`config.mk`:
```
export PLATFORM = sky130hd
export DESIGN_NAME = hsv_rainbow_gradient_pixel_top
export DESIGN_NICKNAME = d
export VERILOG_FILES = /design/src/hw/rtl/hsvg_pkg.sv /design/src/hw/rtl/hsvg_div_pipe.sv /design/src/hw/rtl/hsvg_shade.sv /design/src/hw/rtl/hsvg_skid.sv /design/src/hw/rtl/hsv_rainbow_gradient_pixel_top.sv
export SDC_FILE = /design/constraint.sdc
export NUM_CORES = 2
export LEC_CHECK = 0
export ABC_AREA = 1
export ABC_CLOCK_PERIOD_IN_PS = 11800
export BUFFER_PORTS_ARGS = -buffer_cell sky130_fd_sc_hd__buf_2
export CORE_MARGIN = 8
export CORE_UTILIZATION = 38
export CTS_CLUSTER_SIZE = 16
export DETAILED_ROUTE_END_ITERATION = 8
export SETUP_SLACK_MARGIN = 0.02
export SYNTH_ARGS = -nofsm -noshare
export SYNTH_HDL_FRONTEND = slang
export SYNTH_SLANG_ARGS = --single-unit
export TNS_END_PERCENT = 10
```
`constraint.sdc`:
```
create_clock -name clk_i -period 11.8 [get_ports clk_i]
set_input_delay 2.95 -clock clk_i [delete_from_list [all_inputs] [get_ports clk_i]]
set_output_delay 2.95 -clock clk_i [all_outputs]
set_load 0.05 [all_outputs]
```
`src/hw/rtl/hsvg_pkg.sv`:
```
package hsvg_pkg;

  // field widths
  localparam int unsigned COORD_W   = 11;
  localparam int unsigned CFG_W     = 12;
  localparam int unsigned CFG_IDX_W = 2;
  localparam int unsigned CHAN_W    = 8;

  // register map
  localparam logic [CFG_IDX_W-1:0] CFG_FRAME_WIDTH  = 2'd0;
  localparam logic [CFG_IDX_W-1:0] CFG_FRAME_HEIGHT = 2'd1;

  // register reset values before clamping
  localparam int unsigned FRAME_WIDTH_RST  = 800;
  localparam int unsigned FRAME_HEIGHT_RST = 600;

  // value ramp: v = VALUE_BASE + 179 * row / height, saturating
  localparam int unsigned VALUE_BASE = 77;
  localparam int unsigned VALUE_SPAN = 179;
  localparam int unsigned VALUE_SPAN_W = 8;

  // hue is col * HUE_SEGMENTS * 2^F / width
  localparam int unsigned HUE_SEGMENTS = 6;
  localparam int unsigned HUE_SEG_MUL_W = 3;

  typedef enum logic [2:0] {
    SEG_RED_TO_YELLOW    = 3'd0,
    SEG_YELLOW_TO_GREEN  = 3'd1,
    SEG_GREEN_TO_CYAN    = 3'd2,
    SEG_CYAN_TO_BLUE     = 3'd3,
    SEG_BLUE_TO_MAGENTA  = 3'd4,
    SEG_MAGENTA_TO_RED   = 3'd5
  } hue_seg_e;

  typedef struct packed {
    logic [CHAN_W-1:0] red;
    logic [CHAN_W-1:0] green;
    logic [CHAN_W-1:0] blue;
  } rgb_t;

endpackage

```
`src/hw/rtl/hsvg_div_pipe.sv`:
```
module hsvg_div_pipe #(
  parameter int unsigned NUM_W  = 22,
  parameter int unsigned DEN_W  = 12,
  parameter int unsigned STAGES = 6
) (
  input  logic             clk_i,
  input  logic             rst_ni,
  input  logic             en_i,
  input  logic             valid_i,
  input  logic [NUM_W-1:0] num_i,
  input  logic [DEN_W-1:0] den_i,
  output logic             valid_o,
  output logic [NUM_W-1:0] quo_o
);

  localparam int unsigned BPS   = (NUM_W + STAGES - 1) / STAGES;
  localparam int unsigned PAD_W = BPS * STAGES;

  logic             vld_q [STAGES];
  logic [PAD_W-1:0] num_q [STAGES];
  logic [DEN_W-1:0] rem_q [STAGES];
  logic [PAD_W-1:0] quo_q [STAGES];

  for (genvar s = 0; s < STAGES; s++) begin : g_stage
    logic             vld_in;
    logic [PAD_W-1:0] num_in;
    logic [DEN_W-1:0] rem_in;
    logic [PAD_W-1:0] quo_in;
    logic [PAD_W-1:0] num_d;
    logic [DEN_W-1:0] rem_d;
    logic [PAD_W-1:0] quo_d;
    logic [DEN_W:0]   part;

    if (s == 0) begin : g_first
      assign vld_in = valid_i;
      assign num_in = PAD_W'(num_i);
      assign rem_in = '0;
      assign quo_in = '0;
    end else begin : g_next
      assign vld_in = vld_q[s-1];
      assign num_in = num_q[s-1];
      assign rem_in = rem_q[s-1];
      assign quo_in = quo_q[s-1];
    end

    // restoring division, BPS quotient bits per stage, msb first
    always_comb begin
      num_d = num_in;
      rem_d = rem_in;
      quo_d = quo_in;
      part  = '0;
      for (int b = 0; b < BPS; b++) begin
        part  = {rem_d, num_d[PAD_W-1]};
        num_d = num_d << 1;
        if (part >= {1'b0, den_i}) begin
          part  = part - {1'b0, den_i};
          quo_d = {quo_d[PAD_W-2:0], 1'b1};
        end else begin
          quo_d = {quo_d[PAD_W-2:0], 1'b0};
        end
        rem_d = part[DEN_W-1:0];
      end
    end

    always_ff @(posedge clk_i or negedge rst_ni) begin
      if (!rst_ni) begin
        vld_q[s] <= 1'b0;
      end else if (en_i) begin
        vld_q[s] <= vld_in;
      end
    end

    always_ff @(posedge clk_i) begin
      if (en_i) begin
        num_q[s] <= num_d;
        rem_q[s] <= rem_d;
        quo_q[s] <= quo_d;
      end
    end
  end

  assign valid_o = vld_q[STAGES-1];
  assign quo_o   = quo_q[STAGES-1][NUM_W-1:0];

endmodule

```
`src/hw/rtl/hsvg_shade.sv`:
```
module hsvg_shade #(
  parameter int unsigned FRAC_W = 8,
  parameter int unsigned HUE_W  = 22,
  parameter int unsigned VQ_W   = 19
) (
  input  logic              clk_i,
  input  logic              rst_ni,
  input  logic              en_i,
  input  logic              valid_i,
  input  logic [HUE_W-1:0]  hue_i,
  input  logic [VQ_W-1:0]   vquo_i,
  output logic              valid_o,
  output hsvg_pkg::rgb_t    rgb_o
);

  localparam int unsigned SEG_W  = HUE_W - FRAC_W;
  localparam int unsigned PROD_W = hsvg_pkg::CHAN_W + FRAC_W + 1;

  logic [SEG_W-1:0]            seg_full;
  logic [FRAC_W-1:0]           frac;
  hsvg_pkg::hue_seg_e          seg_d, seg_q;
  logic [FRAC_W:0]             fsel_d, fsel_q;
  logic [hsvg_pkg::CHAN_W-1:0] v_d, v_q;
  logic                        vld_q;
  logic [PROD_W-1:0]           prod;
  logic [hsvg_pkg::CHAN_W-1:0] xc;

  assign seg_full = hue_i[HUE_W-1:FRAC_W];
  assign frac     = hue_i[FRAC_W-1:0];

  always_comb begin
    // every segment past the fifth shares the last case
    if (seg_full > SEG_W'(hsvg_pkg::SEG_BLUE_TO_MAGENTA)) begin
      seg_d = hsvg_pkg::SEG_MAGENTA_TO_RED;
    end else begin
      seg_d = hsvg_pkg::hue_seg_e'(seg_full[2:0]);
    end
    // odd segments ramp down, parity of the unclamped segment
    if (seg_full[0]) begin
      fsel_d = ((FRAC_W + 1)'(1) << FRAC_W) - {1'b0, frac};
    end else begin
      fsel_d = {1'b0, frac};
    end
    if (vquo_i > VQ_W'(hsvg_pkg::VALUE_SPAN - 1)) begin
      v_d = '1;
    end else begin
      v_d = hsvg_pkg::CHAN_W'(hsvg_pkg::VALUE_BASE) + vquo_i[hsvg_pkg::CHAN_W-1:0];
    end
  end

  always_ff @(posedge clk_i or negedge rst_ni) begin
    if (!rst_ni) begin
      vld_q <= 1'b0;
    end else if (en_i) begin
      vld_q <= valid_i;
    end
  end

  always_ff @(posedge clk_i) begin
    if (en_i) begin
      seg_q  <= seg_d;
      fsel_q <= fsel_d;
      v_q    <= v_d;
    end
  end

  assign prod = PROD_W'(v_q) * PROD_W'(fsel_q);
  assign xc   = prod[FRAC_W+hsvg_pkg::CHAN_W-1:FRAC_W];

  always_comb begin
    case (seg_q)
      hsvg_pkg::SEG_RED_TO_YELLOW: begin
        rgb_o = '{red: v_q, green: xc, blue: '0};
      end
      hsvg_pkg::SEG_YELLOW_TO_GREEN: begin
        rgb_o = '{red: xc, green: v_q, blue: '0};
      end
      hsvg_pkg::SEG_GREEN_TO_CYAN: begin
        rgb_o = '{red: '0, green: v_q, blue: xc};
      end
      hsvg_pkg::SEG_CYAN_TO_BLUE: begin
        rgb_o = '{red: '0, green: xc, blue: v_q};
      end
      hsvg_pkg::SEG_BLUE_TO_MAGENTA: begin
        rgb_o = '{red: xc, green: '0, blue: v_q};
      end
      default: begin
        rgb_o = '{red: v_q, green: '0, blue: xc};
      end
    endcase
  end

  assign valid_o = vld_q;

endmodule

```
`src/hw/rtl/hsvg_skid.sv`:
```
module hsvg_skid (
  input  logic           clk_i,
  input  logic           rst_ni,
  input  logic           valid_i,
  input  hsvg_pkg::rgb_t data_i,
  output logic           ready_o,
  output logic           valid_o,
  input  logic           stall_i,
  output hsvg_pkg::rgb_t data_o
);

  logic           out_vld_d, out_vld_q;
  logic           skid_vld_d, skid_vld_q;
  hsvg_pkg::rgb_t out_d, out_q;
  hsvg_pkg::rgb_t skid_d, skid_q;
  logic           take;
  logic           push;

  assign take    = out_vld_q && !stall_i;
  assign push    = valid_i && !skid_vld_q;
  assign ready_o = !skid_vld_q;

  always_comb begin
    out_vld_d  = out_vld_q;
    skid_vld_d = skid_vld_q;
    out_d      = out_q;
    skid_d     = skid_q;
    if (skid_vld_q) begin
      if (take) begin
        out_d      = skid_q;
        skid_vld_d = 1'b0;
      end
    end else if (push) begin
      if (!out_vld_q || take) begin
        out_d     = data_i;
        out_vld_d = 1'b1;
      end else begin
        skid_d     = data_i;
        skid_vld_d = 1'b1;
      end
    end else if (take) begin
      out_vld_d = 1'b0;
    end
  end

  always_ff @(posedge clk_i or negedge rst_ni) begin
    if (!rst_ni) begin
      out_vld_q  <= 1'b0;
      skid_vld_q <= 1'b0;
    end else begin
      out_vld_q  <= out_vld_d;
      skid_vld_q <= skid_vld_d;
    end
  end

  always_ff @(posedge clk_i) begin
    out_q  <= out_d;
    skid_q <= skid_d;
  end

  assign valid_o = out_vld_q;
  assign data_o  = out_q;

endmodule

```
`src/hw/rtl/hsv_rainbow_gradient_pixel_top.sv`:
```
// channel   | valid        | stall        | payload
// ----------+--------------+--------------+---------------------------------------
// pixel in  | in_valid_i   | in_stall_o   | pixel_col_i, pixel_row_i
// color out | out_valid_o  | out_stall_i  | red_o, green_o, blue_o
// config    | cfg_we_i     | (none)       | cfg_idx_i, cfg_wdata_i
//
// one pixel per cycle sustained while the skid entry is empty; the path runs through
// an input register, the pipelined long dividers for hue and value, and the shade stage
// rst_ni clears all valid bits and loads frame 800 x 600; no clearing pass
// an output register plus a skid entry sit at the end; in_stall_o rises only
// once the skid entry holds an item, and then the whole pipeline holds
module hsv_rainbow_gradient_pixel_top #(
  parameter int unsigned MAX_DIMENSION     = 2048,
  parameter int unsigned HUE_FRACTION_BITS = 8
) (
  input  logic                               clk_i,
  input  logic                               rst_ni,
  // config write port
  input  logic                               cfg_we_i,
  input  logic [hsvg_pkg::CFG_IDX_W-1:0]     cfg_idx_i,
  input  logic [hsvg_pkg::CFG_W-1:0]         cfg_wdata_i,
  // pixel coordinate in
  input  logic                               in_valid_i,
  output logic                               in_stall_o,
  input  logic [hsvg_pkg::COORD_W-1:0]       pixel_col_i,
  input  logic [hsvg_pkg::COORD_W-1:0]       pixel_row_i,
  // color out
  output logic                               out_valid_o,
  input  logic                               out_stall_i,
  output logic [hsvg_pkg::CHAN_W-1:0]        red_o,
  output logic [hsvg_pkg::CHAN_W-1:0]        green_o,
  output logic [hsvg_pkg::CHAN_W-1:0]        blue_o
);

  // effective dimensions are kept already clamped to 1..MAX_DIMENSION
  localparam int unsigned DIM_W = $clog2(MAX_DIMENSION + 1);
  localparam int unsigned WIDTH_RST =
      (hsvg_pkg::FRAME_WIDTH_RST > MAX_DIMENSION) ? MAX_DIMENSION : hsvg_pkg::FRAME_WIDTH_RST;
  localparam int unsigned HEIGHT_RST =
      (hsvg_pkg::FRAME_HEIGHT_RST > MAX_DIMENSION) ? MAX_DIMENSION : hsvg_pkg::FRAME_HEIGHT_RST;

  // hue numerator col * 6 * 2^F, value numerator 179 * row
  localparam int unsigned HUE_MUL_W  = hsvg_pkg::COORD_W + hsvg_pkg::HUE_SEG_MUL_W;
  localparam int unsigned HUE_NUM_W  = HUE_MUL_W + HUE_FRACTION_BITS;
  localparam int unsigned VAL_NUM_W  = hsvg_pkg::COORD_W + hsvg_pkg::VALUE_SPAN_W;
  // about four quotient bits per divider stage
  localparam int unsigned DIV_STAGES = (HUE_NUM_W + 3) / 4;

  logic [DIM_W-1:0]     width_q, height_q;
  logic [DIM_W-1:0]     dim_wr;

  logic                 adv;
  logic                 in_vld_q;
  logic [HUE_NUM_W-1:0] hue_num_q;
  logic [VAL_NUM_W-1:0] val_num_q;

  logic                 hue_vld;
  logic [HUE_NUM_W-1:0] hue_quo;
  logic                 val_vld;
  logic [VAL_NUM_W-1:0] val_quo;

  logic                 shade_vld;
  hsvg_pkg::rgb_t       shade_rgb;
  hsvg_pkg::rgb_t       out_rgb;

  // ---------------------------------------------------------------------------
  // config registers, clamped on write (zero reads as one, oversize as max)
  // ---------------------------------------------------------------------------
  always_comb begin
    if (cfg_wdata_i == '0) begin
      dim_wr = DIM_W'(1);
    end else if (32'(cfg_wdata_i) > MAX_DIMENSION) begin
      dim_wr = DIM_W'(MAX_DIMENSION);
    end else begin
      dim_wr = DIM_W'(32'(cfg_wdata_i));
    end
  end

  always_ff @(posedge clk_i or negedge rst_ni) begin
    if (!rst_ni) begin
      width_q  <= DIM_W'(WIDTH_RST);
      height_q <= DIM_W'(HEIGHT_RST);
    end else if (cfg_we_i) begin
      case (cfg_idx_i)
        hsvg_pkg::CFG_FRAME_WIDTH:  width_q  <= dim_wr;
        hsvg_pkg::CFG_FRAME_HEIGHT: height_q <= dim_wr;
        default: ;  // unknown index, write dropped
      endcase
    end
  end

  // ---------------------------------------------------------------------------
  // pipeline control: everything moves together unless the skid entry is full
  // ---------------------------------------------------------------------------
  assign in_stall_o = !adv;

  // input stage forms both numerators
  always_ff @(posedge clk_i or negedge rst_ni) begin
    if (!rst_ni) begin
      in_vld_q <= 1'b0;
    end else if (adv) begin
      in_vld_q <= in_valid_i;
    end
  end

  always_ff @(posedge clk_i) begin
    if (adv) begin
      hue_num_q <= {HUE_MUL_W'(pixel_col_i) * HUE_MUL_W'(hsvg_pkg::HUE_SEGMENTS),
                    {HUE_FRACTION_BITS{1'b0}}};
      val_num_q <= VAL_NUM_W'(pixel_row_i) * VAL_NUM_W'(hsvg_pkg::VALUE_SPAN);
    end
  end

  // ---------------------------------------------------------------------------
  // hue and value dividers run side by side with the same stage count
  // ---------------------------------------------------------------------------
  hsvg_div_pipe #(
    .NUM_W  (HUE_NUM_W),
    .DEN_W  (DIM_W),
    .STAGES (DIV_STAGES)
  ) u_hue_div (
    .clk_i   (clk_i),
    .rst_ni  (rst_ni),
    .en_i    (adv),
    .valid_i (in_vld_q),
    .num_i   (hue_num_q),
    .den_i   (width_q),
    .valid_o (hue_vld),
    .quo_o   (hue_quo)
  );

  hsvg_div_pipe #(
    .NUM_W  (VAL_NUM_W),
    .DEN_W  (DIM_W),
    .STAGES (DIV_STAGES)
  ) u_val_div (
    .clk_i   (clk_i),
    .rst_ni  (rst_ni),
    .en_i    (adv),
    .valid_i (in_vld_q),
    .num_i   (val_num_q),
    .den_i   (height_q),
    .valid_o (val_vld),
    .quo_o   (val_quo)
  );

  // segment, fraction and value, then the x term multiply and channel select
  hsvg_shade #(
    .FRAC_W (HUE_FRACTION_BITS),
    .HUE_W  (HUE_NUM_W),
    .VQ_W   (VAL_NUM_W)
  ) u_shade (
    .clk_i   (clk_i),
    .rst_ni  (rst_ni),
    .en_i    (adv),
    .valid_i (hue_vld),
    .hue_i   (hue_quo),
    .vquo_i  (val_quo),
    .valid_o (shade_vld),
    .rgb_o   (shade_rgb)
  );

  // output register plus skid entry
  hsvg_skid u_skid (
    .clk_i   (clk_i),
    .rst_ni  (rst_ni),
    .valid_i (shade_vld),
    .data_i  (shade_rgb),
    .ready_o (adv),
    .valid_o (out_valid_o),
    .stall_i (out_stall_i),
    .data_o  (out_rgb)
  );

  assign red_o   = out_rgb.red;
  assign green_o = out_rgb.green;
  assign blue_o  = out_rgb.blue;

  // ---------------------------------------------------------------------------
  // assertions
  // ---------------------------------------------------------------------------
  // both dividers carry the same items
  a_div_lockstep: assert property (@(posedge clk_i) disable iff (!rst_ni)
    hue_vld == val_vld)
    else $error("hue and value dividers out of step");

  // input only stalls when the output register is also full
  a_stall_means_full: assert property (@(posedge clk_i) disable iff (!rst_ni)
    in_stall_o |-> out_valid_o)
    else $error("input stalled with empty output register");

  // a full skid with a stalled output keeps the input stalled
  a_stall_holds: assert property (@(posedge clk_i) disable iff (!rst_ni)
    (in_stall_o && out_stall_i) |=> in_stall_o)
    else $error("skid entry dropped while output stalled");

  // divisors never reach zero or exceed the maximum
  a_dims_legal: assert property (@(posedge clk_i) disable iff (!rst_ni)
    (width_q != '0) && (height_q != '0) &&
    (32'(width_q) <= MAX_DIMENSION) && (32'(height_q) <= MAX_DIMENSION))
    else $error("frame dimension out of range");

endmodule

```
# --- After elaboration in Yosys (flattened, before gate mapping) ---
# Memory sizes are Yosys's and may differ from the RTL's.
# Cells that the tools add are included.
word_totals:
  register_bits: 134
  n_memories: 6
  mem_bits_rw: 672
  inputBits: 41
  word_cells: 272
  out_inout_bits: 26
mem_list:
  columns: ["name", "words", "word_bits", "read_ports", "rd_clocked_by_memory_dff", "wr", "line_no", "rtl"]
  rows:
  - ["u_hue_div.quo_q", 6, 24, 6, 0, 6, "hsvg_div_pipe.sv:22", "logic [PAD_W-1:0] quo_q [STAGES];"]
  - ["u_val_div.quo_q", 6, 24, 6, 0, 6, "hsvg_div_pipe.sv:22", null]
  - ["u_hue_div.num_q", 6, 20, 5, 0, 6, "hsvg_div_pipe.sv:20", "logic [PAD_W-1:0] num_q [STAGES];"]
  - ["u_val_div.num_q", 6, 20, 5, 0, 6, "hsvg_div_pipe.sv:20", null]
  - ["u_hue_div.rem_q", 6, 12, 5, 0, 6, "hsvg_div_pipe.sv:21", "logic [DEN_W-1:0] rem_q [STAGES];"]
  - ["u_val_div.rem_q", 6, 12, 5, 0, 6, "hsvg_div_pipe.sv:21", null]
classes:
  order_cmp: 51
  n_eq_ne: 7
  n_addsub: 50
  reduce_logical: 17
  n_mul: 3
  mux: 112
  bitwise: 2
op_table:
  columns: ["operator", "n"]
  rows:
  - ["$mux 12", 50]
  - ["$ge 13x12->1", 46]
  - ["$sub 12x12->12", 46]
  - ["$pmux 24 s5", 1]
  - ["$mux 24", 4]
  - ["$mux 1", 56]
  - ["$ge 1x12->1 const A", 2]
  - ["$sub 1x12->12 const A", 2]
  - ["$gt 19x8->1 const B", 1]
  - ["$mul 11x8->19 const B", 1]
  - ["$mul 8x9->16", 1]
  - ["$gt 14x3->1 const B", 1]
  - ["$mul 11x2->13 const B", 1]
  - ["$gt 12x12->1 const B", 1]
  - ["$logic_not 12->1", 1]
  - ["$reduce_and 3->1", 3]
  - ["$sub 9x8->9 const A", 1]
  - ["$add 7x8->8 const A", 1]
  - ["$mux 8", 1]
  - ["$eq 3x2->1 const B", 2]
  - ["$reduce_bool 2->1", 3]
  - ["$ne 2x2->1 const B", 2]
  - ["$reduce_and 2->1", 2]
  - ["$eq 3x1->1 const B", 1]
  - ["other kinds (8)", 12]

# --- Longest topological paths before layout ---
# An unclocked memory read counts as a cell.
depth:
  word_depth: 9
  ltp_mapped: 65
  depth_no_buf: 61

# --- Modules after synthesis ---
# Synthesis repeated with hierarchy kept, for this count alone.
hier_totals:
  cells_unflattened: 6974
  hier_area_um2: 52789.4
by_module_without_submodules:
  columns: ["module", "seq_area_each_um2", "instances", "area_each_um2", "cells_per_inst"]
  rows:
  - ["hsvg_div_pipe (u_hue_div)", 5915.7, 1, 22153.7, 3008]
  - ["hsvg_div_pipe (u_val_div)", 5375.2, 1, 20221.9, 2706]
  - ["hsv_rainbow_gradient_pixel_top", 1595.3, 1, 4581.9, 544]
  - ["hsvg_shade", 625.6, 1, 3955.0, 570]
  - ["hsvg_skid", 1491.4, 1, 1876.8, 146]

# --- Worst setup path after synthesis ---
# OpenSTA, ideal clock, no wires.
synth_timing:
  path_type: "reg2reg"
  from: "register u_skid.skid_vld_q"
  to: "register hue_num_q[10] (enable)"
  t_required_ps: 10909
  arrival_time_ps: 11287
  setup_ps: 891
  path_buffers: 2
  synth_period_minus_slack_ps: 12179
  stages_incl_launch_ff: 4
  setup_slack_ps: -379
  path_cell_list: "dfrtp_1 -> clkbuf_1 -> clkinv_1 -> clkbuf_1"
synth_lines:
  columns: ["element", "line_no", "rtl"]
  rows:
  - ["start: declaration", "hsvg_skid.sv:13", "logic skid_vld_d, skid_vld_q;"]
  - ["start signal: assignment", "hsvg_skid.sv:52", "skid_vld_q <= skid_vld_d;"]
  - ["end signal: assignment", "hsv_rainbow_gradient_pixel_top.sv:108", "hue_num_q <= {HUE_MUL_W'(pixel_col_i) * HUE_MUL_W'(hsvg_pkg::HUE_SEGMENTS),"]
  - ["end: declaration", "hsv_rainbow_gradient_pixel_top.sv:54", "logic [HUE_NUM_W-1:0] hue_num_q;"]
# No word-level cell between the ends.

==> results.json <==
{
  "status": "complete, no violations",
  "ys_warn_count": 0,
  "drc": 0,
  "cpMostUsedCell": "nand2_1",
  "cts_root_buf": "clkbuf_16",
  "n_fill_cell": 12740,
  "grt_pass1_vias": 38720,
  "cts_setup_buffers": 0,
  "syn_area_sq_um": 48190,
  "first_iter_violations": 2449,
  "cp_data_required_time_ns": 12.20,
  "setup_ws_ns": 1.430,
  "fin_worst_skew_ns": 0.03861,
  "cts_tree": "yes",
  "fin_hold_ws_ns": 0.4140,
  "finalSetupViolations": 0,
  "rrSetupSlack_ns": 1.43,
  "critPathMaxStageDelay_ns": 0.82,
  "synth_area_leaders": "edfxtp_1, ha_1, nand2_1",
  "numClockSinks": 461,
  "synth_top_area_share": 0.2661,
  "cts_resized": 0,
  "cts_buffer_depth": 3,
  "use_met1": 0.2458,
  "synthCells": 6221,
  "crit_arrival_ns": 10.77,
  "dieArea_sq_um": 138500,
  "path_max_fanout": 23,
  "hold_path_class": "reg -> reg",
  "diodes": 0,
  "critPathCaptureType": "register",
  "finish.utilization": 0.4162,
  "synthArstFlopShare": 0.07375,
  "avgSynthCellArea_sq_um": 7.747,
  "syn2layout_area_growth_pct": 8.581,
  "wirelength_mm": 126.6,
  "drv_slew": 0,
  "die_x_um": 372.1,
  "finalCritPeriodShare": 0.8788,
  "hold_viol": 0,
  "synth_ff_type": "edfxtp_1",
  "grt_pass1_wl_mm": 202.7,
  "grt_usage": 0.1786,
  "path_clk_slew_ns": 0.06,
  "gp_congestion": 0.9024,
  "pin_count": 67,
  "vias_per_cell": 5.118,
  "grt_use_met3": 0.01943,
  "cp-start-kind": "register",
  "synth_cell_types": 80,
  "worst_skew_pair.late_latency_ns": 0.65,
  "grt_max_degree": 111,
  "htree_levels": 2,
  "synth_edf_count": 427,
  "yosys.area.top_type": "edfxtp_1",
  "die_y_um": 372.1,
  "vias": 40910,
  "dp_hpwl_mm": 96.54,
  "path_class": "reg -> reg",
  "ys_seq_elements": 461,
  "postCtsHoldBufs": 0,
  "tightest_slew_ns": 1.248,
  "setup_tns_ns": 0,
  "rows": 130,
  "ys_seq_area_frac": 0.2839,
  "slowest_stage": "dfrtp_1",
  "post-place-ws_ns": 1.474,
  "finalNetCount": 7083,
  "core_area_sq_um": 125700,
  "max-cap-violations": 0,
  "layout-drive-gt1-share": 0.06352,
  "use_met2": 0.2993,
  "busiest_layer": "met2",
  "overflow": 0,
  "max_freq_ghz": 0.09643,
  "cts_made_buffers": 54,
  "relSlewSlack": 0.1669,
  "antenna_left": 0,
  "final.min_clock_period_ns": 10.37,
  "first_pass_iters": 8,
  "io_buffers": 66,
  "rsz0062_at_grt": "no",
  "wl_per_cell_um": 15.84,
  "grt_antenna_before_repair": 0,
  "start_util": 0.3833
}
-- state kept, by name, summed over array words and instances (netlist names), 5 cells and up --
| name | cells |
|---|---|
| val_num_q | 19 |
| u_hue_div.num_q | 21 |
| u_hue_div.g_stage.vld_in | 5 |
| u_skid.skid_q | 24 |
| hue_num_q | 13 |
| u_skid.data_o | 24 |
| u_val_div.num_q | 59 |
| height_q | 12 |
| u_hue_div.rem_q | 60 |
| u_shade.fsel_q | 9 |
| u_val_div.quo_q | 55 |
| width_q | 12 |
| u_hue_div.quo_q | 72 |
| u_shade.v_q | 8 |
| u_val_div.rem_q | 60 |
-- synthesized netlist by cell type, types with 30 or more instances --
cell      count
a21o_1       46
a21oi_1     438
a31oi_1      40
buf_2        36
clkbuf_1     39
edfxtp_1    427
fa_1         97
ha_1        645
inv_1       825
nand2_1    1612
nand2_2      30
nand3_1     275
nand4_1      82
nor2_1      301
nor3_1       47
o21ai_0     396
o21ai_1      55
o21bai_1     31
or2_2        66
xnor2_1     148
xor2_1      267
-- through the flow --
stage | instance area, sq um | std cells
floorplan | 48230 | 6230
global placement | 50470 | 7894
detailed placement | 50470 | 7894
CTS | 52330 | 7994
global route | 52330 | 7994
finish | 52330 | 7994
-- per-layer routing --
layer,vias to the layer above,share of wire
li1,21060,-
met1,18920,0.48
met2,759,0.46
met3,178,0.039
met4,0,0.024
met5,-,0
-- cells in the final DEF (no fill, tap or decap), drive strengths merged, types with 10 or more instances in the layout --
| cell type | Yosys | layout |
|---|---|---|
| nor4 | 26 | 26 |
| buf | 62 | 115 |
| a21oi | 450 | 450 |
| nand2 | 1643 | 1643 |
| edfxtp | 427 | 427 |
| o21a | 22 | 22 |
| o21bai | 32 | 32 |
| nand3b | 15 | 15 |
| a21o | 46 | 46 |
| or2 | 70 | 70 |
| xnor2 | 148 | 148 |
| inv | 843 | 852 |
| nand3 | 289 | 289 |
| o211ai | 17 | 17 |
| dfrtp | 27 | 27 |
| ha | 645 | 645 |
| nor3 | 48 | 48 |
| a31oi | 41 | 41 |
| conb | 1 | 10 |
| fa | 97 | 97 |
| clkinv | 4 | 20 |
| nand4 | 85 | 85 |
| clkbuf | 39 | 62 |
| nor2 | 316 | 316 |
| xor2 | 267 | 267 |
| o21ai | 462 | 462 |
-- path summary, 6_finish.rpt --
check | startpoint | end | cells after the start
worst max register to register | width_q[0]$_DFFE_PN0P_ | u_hue_div.rem_q[2][3]$_DFFE_PN_ | 54
worst min-delay path | u_val_div.num_q[1][14]$_DFFE_PN_ | u_val_div.num_q[2][18]$_DFFE_PN_ | 0
min in group asynchronous | rst_ni | u_hue_div.g_stage[3].vld_in$_DFFE_PN0N_ | 1
worst max-delay path | width_q[0]$_DFFE_PN0P_ | u_hue_div.rem_q[2][3]$_DFFE_PN_ | 54
worst min register to register | u_val_div.num_q[1][14]$_DFFE_PN_ | u_val_div.num_q[2][18]$_DFFE_PN_ | 0
max in group asynchronous | rst_ni | height_q[0]$_DFFE_PN0P_ | 1
-- area by class of cell --
cell class / count / area [sq um] / area share
clock buffers: 62 / 1381 / 0.02640
clock inverters: 38 / 479.2 / 0.009158
inverters: 847 / 3196 / 0.06107
multi-input cells: 4821 / 30820 / 0.5891
flip-flops and latches: 461 / 13680 / 0.2615
well taps: 1650 / 2064 / 0.03945
repair buffers: 115 / 698.2 / 0.01334
-- cells by family after synthesis --
group                      synth area share
other                            0.00007782
adders and majority gates            0.2078
xor gates and xnor gates            0.07542
and+or+nand+nor                      0.2226
muxes                             0.0002337
DFF                                  0.2839
AOI/OAI and AO/OA                    0.1327
buffers and inverters               0.07729
-- worst max-delay path, delay by kind of cell (launching register included) --
kind | cells | cell delay, ns
compound gates | 12 | 2.87
fa+ha+maj | 4 | 1.34
buf+inv | 6 | 0.75
flops | 1 | 0.82
simple gates | 32 | 4.38
Power is left out: the tool's default activity adds up to more than one toggle a clock period on the data nets, which glitch-free logic cannot reach.
